==> config.mk <==
export PLATFORM = sky130hd
export DESIGN_NAME = frf_scan
export DESIGN_NICKNAME = d
export VERILOG_FILES = /design/src/rtl/core/frf_pkg.sv /design/src/rtl/core/frf_scan.sv
export SDC_FILE = /design/constraint.sdc
export NUM_CORES = 1
export LEC_CHECK = 0
export ABC_AREA = 1
export BUFFER_PORTS_ARGS = -buffer_cell sky130_fd_sc_hd__buf_2
export CAP_MARGIN = 20
export CORE_AREA = 2 2 207 168
export DETAILED_ROUTE_END_ITERATION = 10
export DIE_AREA = 0 0 209 170
export GPL_TIMING_DRIVEN = 0
export PLACE_DENSITY = 0.67
export SLEW_MARGIN = 10
export SYNTH_ARGS = -nofsm -noshare
export SYNTH_HDL_FRONTEND = slang
export SYNTH_SLANG_ARGS = --single-unit
==> constraint.sdc <==
create_clock -name i_clk -period 8.75 [get_ports i_clk]
set_input_delay 2.625 -clock i_clk [delete_from_list [all_inputs] [get_ports i_clk]]
set_output_delay 2.625 -clock i_clk [all_outputs]
set_load 0.005 [all_outputs]
==> src/rtl/core/frf_pkg.sv <==
// Package for the focal frontier unit: slot word layout, request, status
// and rotation codes, the controller state type, and the sweep control and result types.
// No dependencies; every other file in rtl/core refers to it by scope.
package frf_pkg;

    localparam int KEY_W    = 32;
    localparam int WEIGHT_W = 16;
    // Weight after clamping to 1.0 needs one bit more than the register
    localparam int WEFF_W   = WEIGHT_W + 1;
    localparam int THR_W    = WEFF_W + KEY_W;

    typedef struct packed {
        logic             valid;
        logic [KEY_W-1:0] id;
        logic [KEY_W-1:0] f;
        logic [KEY_W-1:0] fhat;
        logic [KEY_W-1:0] dhat;
    } t_slot;

    typedef enum logic [1:0] {
        REQ_INSERT = 2'd0,
        REQ_ERASE  = 2'd1,
        REQ_SELECT = 2'd2,
        REQ_NONE   = 2'd3
    } t_req;

    typedef enum logic [1:0] {
        STS_OK     = 2'd0,
        STS_EMPTY  = 2'd1,
        STS_FULL   = 2'd2,
        STS_ABSENT = 2'd3
    } t_status;

    typedef enum logic [1:0] {
        ROT_DIST = 2'd0,
        ROT_FHAT = 2'd1,
        ROT_F    = 2'd2
    } t_rot;

    typedef enum logic [2:0] {
        S_CLEAR,
        S_IDLE,
        S_SCAN_A,
        S_MULT,
        S_SCAN_B,
        S_WRITE,
        S_DONE
    } t_state;

    // Sweep control from the sequencer to the scan unit
    typedef struct packed {
        logic start;
        logic pass_b;
        logic rd_vld;
    } t_scan_ctl;

    // Sweep results back to the sequencer
    typedef struct packed {
        logic             match_hit;
        logic             free_hit;
        logic             fmin_hit;
        logic [KEY_W-1:0] fmin;
        logic [KEY_W-1:0] fmin_id;
        logic [KEY_W-1:0] bd_id;
        logic [KEY_W-1:0] bh_id;
    } t_scan_res;

endpackage

==> src/rtl/core/frf_scan.sv <==
// Sweep datapath: folds the slot words read back from the table into the
// id match, first free slot, fmin and the two focal minima. Uses frf_pkg.
module frf_scan #(
    parameter int  CAPACITY         = 64,
    parameter int  WEIGHT_FRAC_BITS = 8,
    localparam int AddrW            = $clog2(CAPACITY)
) (
    input  logic                              i_clk,
    input  logic                              i_rst_n,
    input  frf_pkg::t_scan_ctl                i_ctl,
    input  logic [AddrW-1:0]                  i_rd_idx,
    input  frf_pkg::t_slot                    i_rd_data,
    input  logic [frf_pkg::KEY_W-1:0]         i_key_id,
    input  logic [frf_pkg::THR_W-1:0]         i_thr,
    output frf_pkg::t_scan_res                o_res,
    output logic [AddrW-1:0]                  o_match_idx,
    output logic [AddrW-1:0]                  o_free_idx
);

    logic                         r_match_hit, r_free_hit, r_fmin_hit;
    logic                         r_bd_hit, r_bh_hit;
    logic [AddrW-1:0]             r_match_idx, r_free_idx;
    logic [frf_pkg::KEY_W-1:0]    r_fmin, r_fmin_id;
    logic [frf_pkg::KEY_W-1:0]    r_bd_key, r_bd_id, r_bh_key, r_bh_id;

    logic                         live;
    logic                         focal_ok;
    logic [frf_pkg::THR_W-1:0]    f_scaled;
    logic                         f_better, d_better, h_better;

    // Compare the word on the read port against the running bests
    always_comb begin
        live     = i_ctl.rd_vld && i_rd_data.valid;
        f_scaled = frf_pkg::THR_W'(i_rd_data.f) << WEIGHT_FRAC_BITS;
        focal_ok = (f_scaled <= i_thr);
        f_better = !r_fmin_hit || ({i_rd_data.f, i_rd_data.id} < {r_fmin, r_fmin_id});
        d_better = !r_bd_hit || ({i_rd_data.dhat, i_rd_data.id} < {r_bd_key, r_bd_id});
        h_better = !r_bh_hit || ({i_rd_data.fhat, i_rd_data.id} < {r_bh_key, r_bh_id});
    end

    // Hit flags: drop at the start of each request
    always_ff @(posedge i_clk) begin
        if (!i_rst_n || i_ctl.start) begin
            r_match_hit <= 1'b0;
            r_free_hit  <= 1'b0;
            r_fmin_hit  <= 1'b0;
            r_bd_hit    <= 1'b0;
            r_bh_hit    <= 1'b0;
        end else if (!i_ctl.pass_b) begin
            if (live && i_rd_data.id == i_key_id) begin
                r_match_hit <= 1'b1;
            end
            if (i_ctl.rd_vld && !i_rd_data.valid) begin
                r_free_hit <= 1'b1;
            end
            if (live) begin
                r_fmin_hit <= 1'b1;
            end
        end else if (live && focal_ok) begin
            r_bd_hit <= 1'b1;
            r_bh_hit <= 1'b1;
        end
    end

    // Running bests: first sweep for match, free slot and fmin
    always_ff @(posedge i_clk) begin
        if (!i_ctl.pass_b) begin
            if (live && i_rd_data.id == i_key_id && !r_match_hit) begin
                r_match_idx <= i_rd_idx;
            end
            if (i_ctl.rd_vld && !i_rd_data.valid && !r_free_hit) begin
                r_free_idx <= i_rd_idx;
            end
            if (live && f_better) begin
                r_fmin    <= i_rd_data.f;
                r_fmin_id <= i_rd_data.id;
            end
        end else if (live && focal_ok) begin
            // Second sweep: least distance and least f-hat in the focal set
            if (d_better) begin
                r_bd_key <= i_rd_data.dhat;
                r_bd_id  <= i_rd_data.id;
            end
            if (h_better) begin
                r_bh_key <= i_rd_data.fhat;
                r_bh_id  <= i_rd_data.id;
            end
        end
    end

    assign o_res.match_hit = r_match_hit;
    assign o_res.free_hit  = r_free_hit;
    assign o_res.fmin_hit  = r_fmin_hit;
    assign o_res.fmin      = r_fmin;
    assign o_res.fmin_id   = r_fmin_id;
    // The fmin node always lies in the focal set; fall back to it regardless
    assign o_res.bd_id     = r_bd_hit ? r_bd_id : r_fmin_id;
    assign o_res.bh_id     = r_bh_hit ? r_bh_id : r_fmin_id;
    assign o_match_idx     = r_match_idx;
    assign o_free_idx      = r_free_idx;

endmodule

### After elaboration in Yosys (flattened, before gate mapping)

Index checks and enable logic that the tools add are counted.

| cells by class | value |
|---|---|
| multiplexer cells | 2 |
| order comparisons | 4 |
| reductions and logical operators | 26 |
| bitwise logic cells | 1 |
| equality and inequality tests | 1 |

Operators by type and width:

| operator | count |
|---|---|
| < comparator 64 bit | 3 |
| two-way mux 32 bit | 2 |
| less-or-equal comparator 40 x 49 -> 1 bit | 1 |
| equality test 32 bit | 1 |
| AND reduction 2 bit | 7 |
| logical AND 1 bit | 7 |
| logical NOT 1 bit | 6 |
| AND reduction 3 bit | 2 |
| logical OR 1 bit | 4 |
| NOT 1 bit | 1 |

| word-level totals | value |
|---|---|
| output and inout port bits | 143 |
| flip-flop bits (word level) | 208 |
| word-level logic and storage cells | 46 |
| input bits | 221 |

### Depth between registers and ports, before layout

| logic depth | value |
|---|---|
| word-level depth | 4 |
| depth in mapped cells | 15 |
| gate-level depth less buffers | 15 |

### Worst setup path before layout

Ideal clock, no wire load.

| path | value |
|---|---|
| kind | input to register |
| from | in i_thr[30] in the netlist's numbering |
| to | reg r_bd_id[0] in the netlist's numbering, enable pin |
| slack | 1.530 ns |
| data arrival time | 6.712 ns |
| cell stages on the path | 8 |
| setup time | 0.507 ns |
| path through | inv_1 -> ha_1 -> nand4_1 -> nor4_4 -> nand2_1 -> nand2_1 -> nand2_2 -> a21oi_1 |

| between the ends | value |
|---|---|
| cells in the longest elaborated chain, start to end | 3 |

Ends and longest elaborated chain:

| item | line | RTL |
|---|---|---|
| from (decl) | frf_scan.sv:14 | `input logic [frf_pkg::THR_W-1:0] i_thr,` |
| less-or-equal comparator 40 x 49 -> 1 bit | frf_scan.sv:35 | `focal_ok = (f_scaled <= i_thr);` |
| logical AND 1 bit | frf_scan.sv:78 | `end else if (live && focal_ok) begin` |
| AND reduction 3 bit (no source line) | n/a |  |
| to (signal assigned) | frf_scan.sv:82 | `r_bd_id <= i_rd_data.id;` |
| to (decl) | frf_scan.sv:24 | `logic [frf_pkg::KEY_W-1:0] r_bd_key, r_bd_id, r_bh_key, r_bh_id;` |

No other way between the ends.
A chain may end at the register's enable or synchronous reset.

### Final worst setup path

| path | value |
|---|---|
| from | in i_rd_data[101] in the netlist's numbering |
| to | reg r_bd_key[13] in the netlist's numbering, enable pin |

| between the ends | value |
|---|---|
| cells in the longest elaborated chain, start to end | 3 |

Ends and longest elaborated chain:

| item | line | RTL |
|---|---|---|
| from (decl) | frf_scan.sv:12 | `input frf_pkg::t_slot i_rd_data,` |
| < comparator 64 bit | frf_scan.sv:37 | `d_better = !r_bd_hit \|\| ({i_rd_data.dhat, i_rd_data.id} < {r_bd_key, r_bd_id});` |
| logical OR 1 bit | frf_scan.sv:37 |  |
| AND reduction 3 bit (no source line) | n/a |  |
| to (signal assigned) | frf_scan.sv:81 | `r_bd_key <= i_rd_data.dhat;` |
| to (decl) | frf_scan.sv:24 |  |

No other way between the ends.

==> impl_metrics.py <==
metrics = {
    "run_status": {
        "outcome": "finished, final reports clean",
    },
    "finish": {
        "nNetsFinal": 2215,
        "final_layout_size_suffix_gt1_share_pct": 23.7,
        "final_cells": 2227,
        "fillers": 3151,
        "area_delta_synth_final_pct": 25.7,
        "mostFrequentLayoutCells": "buf_2, inv_1, nand2_1",
        "layout_commonest_cell": "buf_2",
        "final_util_pct": 49.6,
    },
    "cts": {
        "path_clk_slew_ps": 60,
        "clock-sinks": 208,
        "root_buffer": "clkbuf_16",
        "ctsHtreeMaxLevel": 1,
        "clock_latency_ps": 530,
        "post_cts_resized": 0,
        "numCtsBuffers": 25,
        "cts_tree": "yes",
        "cts_hold_buf": 0,
        "post-cts-setup-buffers": 0,
        "clk_path_buf_depth": 3,
    },
    "sta": {
        "fmax_mhz": 195,
        "slew-limit-headroom_pct": 47.0,
        "tns_ps": 0,
        "setup_violations": 0,
        "finalCriticalPeriod_ps": 5120,
        "fin_ws_ps": 3630,
        "hold_violations": 0,
        "worst_pin_slew_ps": 792,
        "period_share_pct": 58.5,
        "rsz0062_at_grt": "false",
        "clock_skew_ps": 8.88,
        "slew_violations": 0,
    },
    "place": {
        "dpl.hpwl_um": 31700,
        "place_ws_ps": 3050,
        "gp_congestion": 0.893,
        "io_buffers": 363,
        "dp.cells": 2180,
    },
    "detailed_routing": {
        "first_pass_iters": 5,
        "num_vias": 10955,
        "drc": 0,
        "avgViaCountPerCell": 4.92,
        "ant_nets": 0,
        "routed_wl_um": 39000,
        "drt_iter0_drc": 679,
        "post_drt_wl_per_cell_um": 17.5,
    },
    "grt": {
        "grt-ovfl-total": 0,
        "grt_pass1_wl_um": 58800,
        "grt_max_degree": 27,
        "grt_pass1_vias": 10856,
        "track_usage_pct": 21.4,
        "antenna_found_initial": 3,
    },
    "floorplanning": {
        "die_area_um2": 35500,
        "ioPinCount": 364,
        "start_util_pct": 39.5,
        "fp.dieH_um": 170,
        "row_count": 60,
        "core_area_um2": 33400,
        "die_x_um": 209,
    },
    "setup_path": {
        "endpoint_kind": "flip-flop",
        "cp.required_ps": 8970,
        "cp_num_cells": 15,
        "cp_top_family": "simple AND/OR/NAND/NOR gates",
        "cpMaxStageDelayCell": "a21oi_4",
        "reg2reg_depth": 15,
        "cp_num_buf_inv": 3,
        "cp.arrival_ps": 5350,
        "criticalPathCategory": "in2reg",
        "cp_cell_sequence": "buf_2 -> ha_1 -> a21oi_1 -> nor2_1 -> nor3_1 -> nand2_1 -> nand2_1 -> nand2_1 -> nand2_1 -> nand2_1 -> nand2_1 -> nand2_1 -> a21oi_4 -> buf_12 -> buf_12",
        "crit_top_cell": "nand2_1",
        "slowest_delay_ps": 670,
        "start_kind": "input pin",
        "path_max_fanout": 26,
    },
    "hold_path": {
        "hp-class": "reg2reg",
        "hold_path_depth": 2,
    },
    "yosys": {
        "syn_nets": 1816,
        "synth_top_area_share_pct": 46.5,
        "syn_inst": 1374,
        "yosys.area.top_type": "edfxtp_1",
        "yosys-top-cells-area": "edfxtp_1, ha_1, inv_1",
        "yosysSeqAreaShare_pct": 47.1,
        "syn_avg_cell_area_um2": 9.60,
        "synth_seq_cells": 208,
        "yosysWarnings": 0,
        "synth_cell_types": 32,
        "syn_area_um2": 13200,
    },
    "run": {
        "drv_cap": 0,
    },
    "power_and_ir_drop": {
        "p_leak_nw": 8.29,
        "vdd.ir_drop.worst_mv": 0.146,
        "p_per_area_nw_per_um2": 153,
    },
}
-- routing by layer --
metal	global-route usage (%)	vias up	part of all wire [%]	wire length [um]
met4	5.47	2	2.2	865
met1	28.9	5095	46	17900
met3	4.71	54	6.6	2570
met5	0	-	0.023	9
li1	-	5473	-	-
met2	35.1	331	45	17600
-- flip-flops by register name (all words and copies together), names as in the netlist --
name         cells
r_fmin_id       32
r_fmin_hit       1
r_fmin          32
r_bd_key        32
r_match_hit      1
o_match_idx      6
r_bh_id         32
r_bh_key        32
o_free_idx       6
r_bd_id         32
r_free_hit       1
r_bh_hit         1
-- power by group --
| group | leakage (nW) | switching [mW] | internal [mW] |
|---|---|---|---|
| Combinational | 6.00 | 0.221 | 0.152 |
| Sequential | 1.90 | 0.00998 | 1.13 |
| Clock | 0.387 | 0.413 | 0.610 |
-- through the flow --
step	total power, mW	hold slack (ps)	area (um2)
2_1_floorplan	1.35	444	13200
4_1_cts	2.56	474	16600
3_3_place_gp	1.51	454	15500
5_1_grt	2.64	495	16600
3_5_place_dp	1.53	465	15800
6_report	2.53	467	16600
-- kinds of logic after synthesis --
family	share of synthesized area, %
xor gates and xnor gates	1.46
adders and majority gates	21.0
buffers and inverters	8.59
AOI/OAI and AO/OA	8.68
DFF	47.1
and+or+nand+nor	13.2
-- layout make-up --
cell class	instances	area (um2)	area share (%)
inverters	284	1070	6.43
plain buffers	13	66.3	0.400
flip-flops and latches	208	6210	37.4
repair buffers	372	2020	12.2
clock buffers	31	648	3.91
well taps	434	543	3.28
diodes	2	5.00	0.0302
multi-input cells	869	5880	35.5
clock inverters	14	138	0.830
-- worst paths after layout --
check | from | endpoint | slack [ps]
setup / recovery | i_rd_data[101] | r_bd_key[13] | 3630
setup reg to reg | r_bd_id[5] | r_bd_key[13] | 5530
hold reg to reg | r_free_hit | r_free_hit | 470
hold / removal | r_free_hit | r_free_hit | 470
-- worst reg2reg max path: cells and delay by family (launching register included) --
family / cells / cell delay [ps]
compound gates: 2 / 810
simple gates: 9 / 940
fa+ha+maj: 1 / 230
buf+inv: 3 / 560
flops: 1 / 370
-- synthesized netlist by cell type (all sizes together) --
| cell | count |
|---|---|
| inv | 283 |
| nand2 | 228 |
| ha | 221 |
| edfxtp | 204 |
| a21oi | 116 |
| o21ai | 100 |
| nor2 | 72 |
| nand4 | 36 |
| nand3 | 26 |
| nor3 | 14 |
| xnor2 | 14 |
| or2 | 10 |
| buf | 8 |
| nor4 | 8 |
| xor2 | 8 |
| clkbuf | 5 |
| a21o | 4 |
| dfxtp | 4 |
| nand3b | 4 |
| nor4b | 3 |
| o21a | 3 |
| and3 | 1 |
| clkinv | 1 |
| o211ai | 1 |
Power figures use the tool's default switching activity.
